[config.mk]
export PLATFORM = sky130hd
export DESIGN_NAME = led_strip_effect_generator
export DESIGN_NICKNAME = d
export VERILOG_FILES = /design/src/lsfx_pkg.sv /design/src/lsfx_ctrl.sv /design/src/lsfx_datapath.sv /design/src/led_strip_effect_generator.sv
export SDC_FILE = /design/constraint.sdc
export NUM_CORES = 1
export LEC_CHECK = 0
export ABC_AREA = 1
export BUFFER_PORTS_ARGS = -buffer_cell sky130_fd_sc_hd__buf_2
export CELL_PAD_IN_SITES_DETAIL_PLACEMENT = 0
export CELL_PAD_IN_SITES_GLOBAL_PLACEMENT = 1
export CORE_MARGIN = 1.5
export CORE_UTILIZATION = 39
export CTS_CLUSTER_SIZE = 24
export DETAILED_ROUTE_END_ITERATION = 16
export PLACE_DENSITY_LB_ADDON = 0.1
export REMOVE_ABC_BUFFERS = 1
export SKIP_LAST_GASP = 1
export SYNTH_ARGS = -nofsm -noshare
export SYNTH_HDL_FRONTEND = slang
export SYNTH_SLANG_ARGS = --single-unit
[constraint.sdc]
create_clock -name clk -period 10 [get_ports clk]
set_input_delay 2 -clock clk [delete_from_list [all_inputs] [get_ports clk]]
set_output_delay 2 -clock clk [all_outputs]
set_load 0.02 [all_outputs]
[src/lsfx_pkg.sv]
package lsfx_pkg;

	// Default build constants
	localparam int LED_COUNT_DEF   = 16;
	localparam int FRAME_MS_DEF    = 16;
	localparam int BURST_MS_DEF    = 10;
	localparam int TAIL_LENGTH_DEF = 5;

	// Fixed field widths
	localparam int IDX_W   = 6;
	localparam int CHAN_W  = 8;
	localparam int COLOR_W = 24;
	localparam int FCD_W   = 5;
	localparam int BCD_W   = 4;
	localparam int HEAD_W  = 7;
	localparam int PHASE_W = 16;
	localparam int FACT_W  = 17;

	localparam logic [PHASE_W-1:0] PHASE_STEP = 16'd209;
	localparam logic [HEAD_W-1:0]  HEAD_OFF   = 7'h7F;

	// Register indexes (by paddr[2])
	localparam logic REG_MODE  = 1'b0;
	localparam logic REG_COLOR = 1'b1;

	typedef enum logic [1:0] {
		MODE_OFF    = 2'd0,
		MODE_STATIC = 2'd1,
		MODE_BREATH = 2'd2,
		MODE_BURST  = 2'd3
	} mode_t;

	// Controller to datapath
	typedef struct packed {
		logic tick_step;
		logic pix_load;
	} lsfx_cmd_t;

	// Datapath to controller
	typedef struct packed {
		logic frame_due;
		logic last_pix;
	} lsfx_stat_t;

	// round(128*sin(2*pi*k/256)), k = 0..64
	localparam logic [7:0] QSINE [0:64] = '{
		8'd0,   8'd3,   8'd6,   8'd9,   8'd13,  8'd16,  8'd19,  8'd22,
		8'd25,  8'd28,  8'd31,  8'd34,  8'd37,  8'd40,  8'd43,  8'd46,
		8'd49,  8'd52,  8'd55,  8'd58,  8'd60,  8'd63,  8'd66,  8'd68,
		8'd71,  8'd74,  8'd76,  8'd79,  8'd81,  8'd84,  8'd86,  8'd88,
		8'd91,  8'd93,  8'd95,  8'd97,  8'd99,  8'd101, 8'd103, 8'd105,
		8'd106, 8'd108, 8'd110, 8'd111, 8'd113, 8'd114, 8'd116, 8'd117,
		8'd118, 8'd119, 8'd121, 8'd122, 8'd122, 8'd123, 8'd124, 8'd125,
		8'd126, 8'd126, 8'd127, 8'd127, 8'd127, 8'd128, 8'd128, 8'd128,
		8'd128
	};

	// Q0.8 brightness (sin+1)/2 from the upper phase byte, saturated
	function automatic logic [7:0] brightness(input logic [PHASE_W-1:0] phase);
		logic [7:0] idx;
		logic [6:0] q;
		logic [7:0] s;
		logic [8:0] v;
		idx = phase[15:8];
		q = {1'b0, idx[5:0]};
		s = idx[6] ? QSINE[7'd64 - q] : QSINE[q];
		v = idx[7] ? (9'd128 - {1'b0, s}) : (9'd128 + {1'b0, s});
		return v[8] ? 8'hFF : v[7:0];
	endfunction

	// ceil(2^16/(d+1)); (c*r)>>16 equals c/(d+1) exactly for 8-bit c
	function automatic logic [FACT_W-1:0] recip(input logic [2:0] d);
		logic [FACT_W-1:0] r;
		unique case (d)
			3'd0: r = 17'd65536;
			3'd1: r = 17'd32768;
			3'd2: r = 17'd21846;
			3'd3: r = 17'd16384;
			3'd4: r = 17'd13108;
			3'd5: r = 17'd10923;
			3'd6: r = 17'd9363;
			default: r = 17'd8192;
		endcase
		return r;
	endfunction

endpackage

[src/lsfx_ctrl.sv]
module lsfx_ctrl import lsfx_pkg::*; (
	input  logic       clk,
	input  logic       arst_n,
	input  logic       in_valid,
	input  logic       in_tick,
	output logic       in_ready,
	output logic       out_valid,
	input  logic       out_ready,
	input  lsfx_stat_t stat,
	output lsfx_cmd_t  cmd
);

	typedef enum logic [1:0] {
		ST_IDLE = 2'b01,
		ST_EMIT = 2'b10
	} state_t;

	state_t state_q;
	logic   out_valid_q;

	assign in_ready  = (state_q == ST_IDLE);
	assign out_valid = out_valid_q;

	// Commands
	always_comb begin
		cmd.tick_step = in_ready && in_valid && in_tick;
		cmd.pix_load  = (state_q == ST_EMIT) && (!out_valid_q || out_ready);
	end

	// State and output valid
	always_ff @(posedge clk or negedge arst_n) begin
		if (!arst_n) begin
			state_q     <= ST_IDLE;
			out_valid_q <= 1'b0;
		end else begin
			unique case (state_q)
				ST_IDLE: begin
					if (cmd.tick_step && stat.frame_due) state_q <= ST_EMIT;
				end
				ST_EMIT: begin
					if (cmd.pix_load && stat.last_pix) state_q <= ST_IDLE;
				end
				default: state_q <= ST_IDLE;
			endcase
			if (cmd.pix_load) begin
				out_valid_q <= 1'b1;
			end else if (out_ready) begin
				out_valid_q <= 1'b0;
			end
		end
	end

endmodule

[src/lsfx_datapath.sv]
module lsfx_datapath import lsfx_pkg::*; #(
	parameter int LED_COUNT   = LED_COUNT_DEF,
	parameter int FRAME_MS    = FRAME_MS_DEF,
	parameter int BURST_MS    = BURST_MS_DEF,
	parameter int TAIL_LENGTH = TAIL_LENGTH_DEF
) (
	input  logic               clk,
	input  logic               arst_n,
	input  lsfx_cmd_t          cmd,
	output lsfx_stat_t         stat,
	input  logic               cfg_wr,
	input  mode_t              mode,
	input  logic [COLOR_W-1:0] color,
	output logic [IDX_W-1:0]   pix_index,
	output logic [CHAN_W-1:0]  red,
	output logic [CHAN_W-1:0]  green,
	output logic [CHAN_W-1:0]  blue,
	output logic               last_pixel
);

	localparam logic [IDX_W-1:0]  LAST_IDX  = IDX_W'(LED_COUNT - 1);
	localparam logic [HEAD_W:0]   LED_CNT_W = (HEAD_W + 1)'(LED_COUNT);
	localparam logic [HEAD_W-1:0] TAIL_LEN  = HEAD_W'(TAIL_LENGTH);
	localparam logic [FCD_W-1:0]  FCD_LOAD  = FCD_W'(FRAME_MS - 1);
	localparam logic [BCD_W-1:0]  BCD_LOAD  = BCD_W'(BURST_MS);

	logic [FCD_W-1:0]   fcd_q;
	logic [BCD_W-1:0]   bcd_q;
	logic [PHASE_W-1:0] phase_q;
	logic [HEAD_W-1:0]  head_q;
	logic [7:0]         bright_q;
	logic [IDX_W-1:0]   pix_q;

	logic               frame_due;
	logic               move_due;
	logic [HEAD_W-1:0]  head_next;
	logic [HEAD_W-1:0]  tail_ofs;
	logic [FACT_W-1:0]  factor;
	logic [24:0]        prod_r, prod_g, prod_b;

	assign frame_due = (fcd_q == '0);
	// countdown after this tick's decrement is zero
	assign move_due  = (bcd_q == BCD_W'(0)) || (bcd_q == BCD_W'(1));

	always_comb begin
		stat.frame_due = frame_due;
		stat.last_pix  = (pix_q == LAST_IDX);
	end

	// Head advance with wrap at the end of the strip
	always_comb begin
		if (head_q == HEAD_OFF || ({1'b0, head_q} + 8'd1) >= LED_CNT_W) begin
			head_next = '0;
		end else begin
			head_next = head_q + HEAD_W'(1);
		end
	end

	// Frame timing and effect state
	always_ff @(posedge clk or negedge arst_n) begin
		if (!arst_n) begin
			fcd_q   <= '0;
			bcd_q   <= '0;
			phase_q <= '0;
			head_q  <= HEAD_OFF;
			pix_q   <= '0;
		end else if (cfg_wr) begin
			bcd_q   <= '0;
			phase_q <= '0;
			head_q  <= HEAD_OFF;
		end else if (cmd.tick_step) begin
			if (bcd_q != '0) bcd_q <= bcd_q - BCD_W'(1);
			if (!frame_due) begin
				fcd_q <= fcd_q - FCD_W'(1);
			end else begin
				fcd_q <= FCD_LOAD;
				pix_q <= '0;
				if (mode == MODE_BREATH) phase_q <= phase_q + PHASE_STEP;
				if (mode == MODE_BURST && move_due) begin
					head_q <= head_next;
					bcd_q  <= BCD_LOAD;
				end
			end
		end else if (cmd.pix_load) begin
			pix_q <= pix_q + IDX_W'(1);
		end
	end

	// Brightness for the frame, held while it is emitted
	always_ff @(posedge clk) begin
		if (cmd.tick_step && frame_due) bright_q <= brightness(phase_q);
	end

	// Per-pixel scale factor, Q1.16
	assign tail_ofs = head_q - {1'b0, pix_q};

	always_comb begin
		factor = '0;
		unique case (mode)
			MODE_OFF:    factor = '0;
			MODE_STATIC: factor = 17'h10000;
			MODE_BREATH: factor = {1'b0, bright_q, 8'h00};
			MODE_BURST: begin
				if (head_q != HEAD_OFF && head_q >= {1'b0, pix_q} && tail_ofs < TAIL_LEN)
					factor = recip(tail_ofs[2:0]);
			end
		endcase
	end

	assign prod_r = {17'd0, color[15:8]}  * {8'd0, factor};
	assign prod_g = {17'd0, color[23:16]} * {8'd0, factor};
	assign prod_b = {17'd0, color[7:0]}   * {8'd0, factor};

	// Output register
	always_ff @(posedge clk) begin
		if (cmd.pix_load) begin
			pix_index  <= pix_q;
			red        <= prod_r[23:16];
			green      <= prod_g[23:16];
			blue       <= prod_b[23:16];
			last_pixel <= (pix_q == LAST_IDX);
		end
	end

endmodule

[src/led_strip_effect_generator.sv]
// A tick item that starts a frame moves the controller to ST_EMIT; pixel 0 then goes into the output register.
// Throughput: a frame is LED_COUNT pixel items, one per cycle while m_tready is high, paced
// by the pixel counter of the datapath; no tick item is taken while a frame is emitted, and
// a tick that renders nothing leaves the block ready for the next tick item.
// Reset: arst_n clears mode, color, countdowns, phase and burst head (off strip) at once;
// the first tick after reset renders a frame.
module led_strip_effect_generator import lsfx_pkg::*; #(
	parameter int LED_COUNT   = LED_COUNT_DEF,
	parameter int FRAME_MS    = FRAME_MS_DEF,
	parameter int BURST_MS    = BURST_MS_DEF,
	parameter int TAIL_LENGTH = TAIL_LENGTH_DEF
) (
	input  logic        clk,
	input  logic        arst_n,
	input  logic        s_tvalid,
	output logic        s_tready,
	input  logic [7:0]  s_tdata,   // [0] tick
	output logic        m_tvalid,
	input  logic        m_tready,
	output logic [31:0] m_tdata,   // [5:0] pixel_index, [13:6] red, [21:14] green, [29:22] blue
	output logic        m_tlast,   // last_pixel
	input  logic        psel,
	input  logic        penable,
	input  logic        pwrite,
	input  logic [2:0]  paddr,
	input  logic [31:0] pwdata,
	output logic [31:0] prdata,
	output logic        pready
);

	mode_t              mode_q;
	logic [COLOR_W-1:0] color_q;
	logic               cfg_wr;
	lsfx_cmd_t          cmd;
	lsfx_stat_t         stat;
	logic [IDX_W-1:0]   pix_index;
	logic [CHAN_W-1:0]  red, green, blue;

	// Config port
	assign pready = 1'b1;
	assign cfg_wr = psel && penable && pwrite && pready;

	always_ff @(posedge clk or negedge arst_n) begin
		if (!arst_n) begin
			mode_q  <= MODE_OFF;
			color_q <= '0;
		end else if (cfg_wr) begin
			if (paddr[2] == REG_MODE) begin
				mode_q <= mode_t'(pwdata[1:0]);
			end else begin
				color_q <= pwdata[COLOR_W-1:0];
			end
		end
	end

	assign prdata = (paddr[2] == REG_MODE) ? {30'd0, mode_q} : {8'd0, color_q};

	lsfx_ctrl u_ctrl (
		.clk       (clk),
		.arst_n    (arst_n),
		.in_valid  (s_tvalid),
		.in_tick   (s_tdata[0]),
		.in_ready  (s_tready),
		.out_valid (m_tvalid),
		.out_ready (m_tready),
		.stat      (stat),
		.cmd       (cmd)
	);

	lsfx_datapath #(
		.LED_COUNT   (LED_COUNT),
		.FRAME_MS    (FRAME_MS),
		.BURST_MS    (BURST_MS),
		.TAIL_LENGTH (TAIL_LENGTH)
	) u_datapath (
		.clk        (clk),
		.arst_n     (arst_n),
		.cmd        (cmd),
		.stat       (stat),
		.cfg_wr     (cfg_wr),
		.mode       (mode_q),
		.color      (color_q),
		.pix_index  (pix_index),
		.red        (red),
		.green      (green),
		.blue       (blue),
		.last_pixel (m_tlast)
	);

	assign m_tdata = {2'b00, blue, green, red, pix_index};

	// last flag marks exactly the final strip position
	a_last_idx: assert property (@(posedge clk) disable iff (!arst_n)
		m_tvalid |-> (m_tlast == (m_tdata[5:0] == IDX_W'(LED_COUNT - 1))))
		else $error("last flag does not match pixel index");

	// inside a frame the next pixel follows without a gap
	a_no_gap: assert property (@(posedge clk) disable iff (!arst_n)
		m_tvalid && m_tready && !m_tlast |=> m_tvalid)
		else $error("gap inside a frame");

	// while taking ticks, only the final pixel of a frame may still wait
	a_idle_tail: assert property (@(posedge clk) disable iff (!arst_n)
		s_tready && m_tvalid |-> m_tlast)
		else $error("tick taken with a frame still in progress");

endmodule
==> results.tsv <==
stage	metric	value	unit
logic_synthesis	Netlist Area Pre-Place	17950	um2
power_and_ir_drop	Peak VDD IR	0.08262	mV
logic_synthesis	Synth area leaders	fa_1 30%, ha_1 10%, inv_1 9.6%, dfrtp_1 8.2%, nor2_1 7.1%	
grt	GR Util All Layers	22.22	%
run	Max-Cap Viols	0	
logic_synthesis	area share of the largest cell type after synthesis	29.56	%
worst_setup_path	Worst path max stage delay	0.57	ns
logic_synthesis	Distinct cells, synth	58	
grt	GR Util met1	28.99	%
detailed_routing	DRT iter0 DRCs	748	
clocking	Worst-path clk slew	0.09	ns
worst_setup_path	CP most frequent cell	fa_1	
grt	grt peak-use layer	met2	
worst_setup_path	Setup CP Type	reg -> reg	
clocking	CTS H-tree depth	3	
clocking	total clock sinks	106	
worst_setup_path	crit path DAT	7.68	ns
worst_setup_path	crit-path max FO	45	
floorplanning	Initial Utilization	39.55	%
detailed_routing	total routed wirelength	49.54	mm
status	status	finished clean	
clocking	Resized cells post-CTS	0	
grt	antenna violations before repair	1	
logic_synthesis	Ys Warns	0	
timing	fin crit period	7.542	ns
clocking	CTS tree	done	
grt	largest net degree at the start of global routing	49	
grt	first-pass GRT wire length	81.84	mm
placement	Port Buffers	89	
detailed_routing	Wirelength per Cell	16.51	um
detailed_routing	drc violations	0	
floorplanning	DIE AREA	47320	um2
timing	Slew headroom	29.47	%
floorplanning	core area	45380	um2
finish	Area growth, synth to finish	7.968	%
timing	clk_skew	0.005815	ns
detailed_routing	vias per cell	4.997	
timing	setup_tns	0	ns
finish	layout cells sized above 1	7.003	%
clocking	total CTS buffers	9	
clocking	Clk Tree Root Cell	clkbuf_16	
logic_synthesis	Avg Cell Area, Syn	7.796	um2
timing	Fin. Hold Viols	0	
timing	f_max	132.6	MHz
power_and_ir_drop	Leak	10.49	nW
logic_synthesis	Seq/Total Area, Yosys	15.92	%
timing	worst-margin pin slew	1.055	ns
power_and_ir_drop	pwr/cell area	155.3	nW/um2
timing	final max-slew violation count	0	
placement	HPWL after detailed placement	37.91	mm
logic_synthesis	Main synth FF type	dfrtp_1	
grt	total gr overflow	0	
logic_synthesis	Post-Syn Instances	2302	
worst_setup_path	CP max-delay cell	dfstp_2	
logic_synthesis	leading area contributor after synthesis	fa_1	
detailed_routing	drt first pass iters	5	
timing	setup violators final	0	
floorplanning	boundary pin count	118	
power_and_ir_drop	Overall Power	3.010	mW
clocking	postcts setup bufs	0	
grt	GRT met2 Usage	37.57	%
min_path	worst min path class	reg -> reg	
floorplanning	Die H	217.5	um
floorplanning	Die W	217.5	um
logic_synthesis	Post-synth EDFFs	39	
clocking	clk_lat worst skew	0.40	ns
grt	vias in the first global route	15750	
detailed_routing	total number of vias	14990	
grt	Global Route met3 Usage	3.319	%
clocking	hold buffer count at CTS	0	
finish	NumNets Final	2859	
worst_setup_path	Required @ worst endpoint	10.14	ns
clocking	CTS max path bufs	2	
worst_setup_path	CP endpoint kind	flop	
logic_synthesis	Yosys reg bits	106	
timing	Tcrit/Tclk final	75.42	%
logic_synthesis	Post-synth ARST share	63.21	%
timing	RSZ-0062 raised after global routing	no	
floorplanning	FP Rows	78	
detailed_routing	DRT antenna net count	0	
placement	GPL Wtd Cong	0.8205	
worst_setup_path	startpoint types	flop	
[stage by stage]
step	std cells	instance area, um2	hold WS (ns)	setup slack (ns)	util, %
6_report	3000	19380	0.4899	2.458	42.70
5_1_grt	2999	19370	0.5000	1.941	42.69
4_1_cts	2999	19370	0.4921	2.418	42.69
3_5_place_dp	2983	19060	0.4750	2.439	42.00
3_3_place_gp	2983	19060	0.4694	2.423	42.00
2_1_floorplan	2281	17750	0.4478	3.442	-
[registers in the layout, indices dropped and copies added (netlist names)]
| signal | count |
|---|---|
| u_datapath.phase_q | 16 |
| u_datapath.green | 8 |
| u_ctrl.state_q | 2 |
| u_datapath.head_q | 7 |
| u_datapath.pix_q | 6 |
| color_q | 24 |
| mode_q | 2 |
| u_datapath.last_pixel | 1 |
| u_datapath.red | 8 |
| u_datapath.blue | 8 |
| u_datapath.bcd_q | 4 |
| u_datapath.pix_index | 6 |
| u_datapath.bright_q | 8 |
| u_datapath.fcd_q | 5 |
| u_ctrl.out_valid | 1 |
[critical path, delay by kind of cell (launching register included)]
| family | cells | cell delay (ns) |
|---|---|---|
| AOI/OAI and AO/OA | 2 | 0.41 |
| adders and majority gates | 7 | 3.04 |
| DFF | 1 | 0.57 |
| and+or+nand+nor | 11 | 2.12 |
| buffers and inverters | 7 | 1.11 |
[metal layers]
layer	vias up	wire (um)
li1	7228	-
met1	7461	22590
met2	245	23580
met3	56	1948
met4	0	1417
met5	-	0
[cell type report]
cell class,instances,area (um2)
fill,4734,26000
multi-input combinational,1709,13150
sequential,106,2858
inverter,466,1752
tap,600,750.7
timing repair buffer,102,545.5
clock buffer,9,225.2
clock inverter,7,91.34
antenna,1,2.502
[layout by cell type, fill, tap and decap left out, drive strengths merged, types with 16 or more instances in the layout]
cell	n
a21oi	203
buf	102
conb	77
dfrtp	59
edfxtp	39
fa	265
ha	150
inv	468
nand2	336
nand3	84
nand4	16
nor2	355
nor3	26
o21ai	93
xor2	29
[Yosys cell counts, drive strengths merged (9+ instances only)]
library cell / instances
inv: 465
nor2: 355
nand2: 336
fa: 265
a21oi: 203
ha: 150
o21ai: 93
nand3: 84
dfrtp: 59
clkbuf: 55
buf: 41
edfxtp: 39
xor2: 29
nor3: 26
nand4: 16
xnor2: 9
[report_power, final]
part           total (mW)  switching [mW]  internal (mW)
logic                1.99            1.29          0.700
clock network       0.403           0.222          0.181
registers           0.616          0.0662          0.550
total                3.01            1.58           1.43
[kinds of logic after synthesis]
family / share of synthesized area [%]
AO/OA/AOI/OAI: 10.74
AND/OR/NAND/NOR: 18.99
other: 0.04184
adder cells (fa/ha/maj): 40.02
buffers and inverters: 12.44
flip-flops: 15.92
XOR/XNOR: 1.854
[worst paths after layout]
kind / startpoint / endpoint / slack [ns] / cells after the start
min: u_datapath.pix_q[5]$_DFFE_PN0P_ / u_datapath.pix_index[5]$_DFFE_PP_ / 0.49 / 0
min reg2reg: u_datapath.pix_q[5]$_DFFE_PN0P_ / u_datapath.pix_index[5]$_DFFE_PP_ / 0.49 / 0
max: u_datapath.head_q[0]$_DFFE_PN1P_ / u_datapath.blue[7]$_DFFE_PP_ / 2.46 / 27
max in group asynchronous: arst_n / color_q[3]$_DFFE_PN0P_ / 7.46 / 2
min in group asynchronous: arst_n / u_ctrl.out_valid$_DFFE_PN0P_ / 1.49 / 1
max reg2reg: u_datapath.head_q[0]$_DFFE_PN1P_ / u_datapath.blue[7]$_DFFE_PP_ / 2.46 / 27
(Power assumes the default switching activity.)
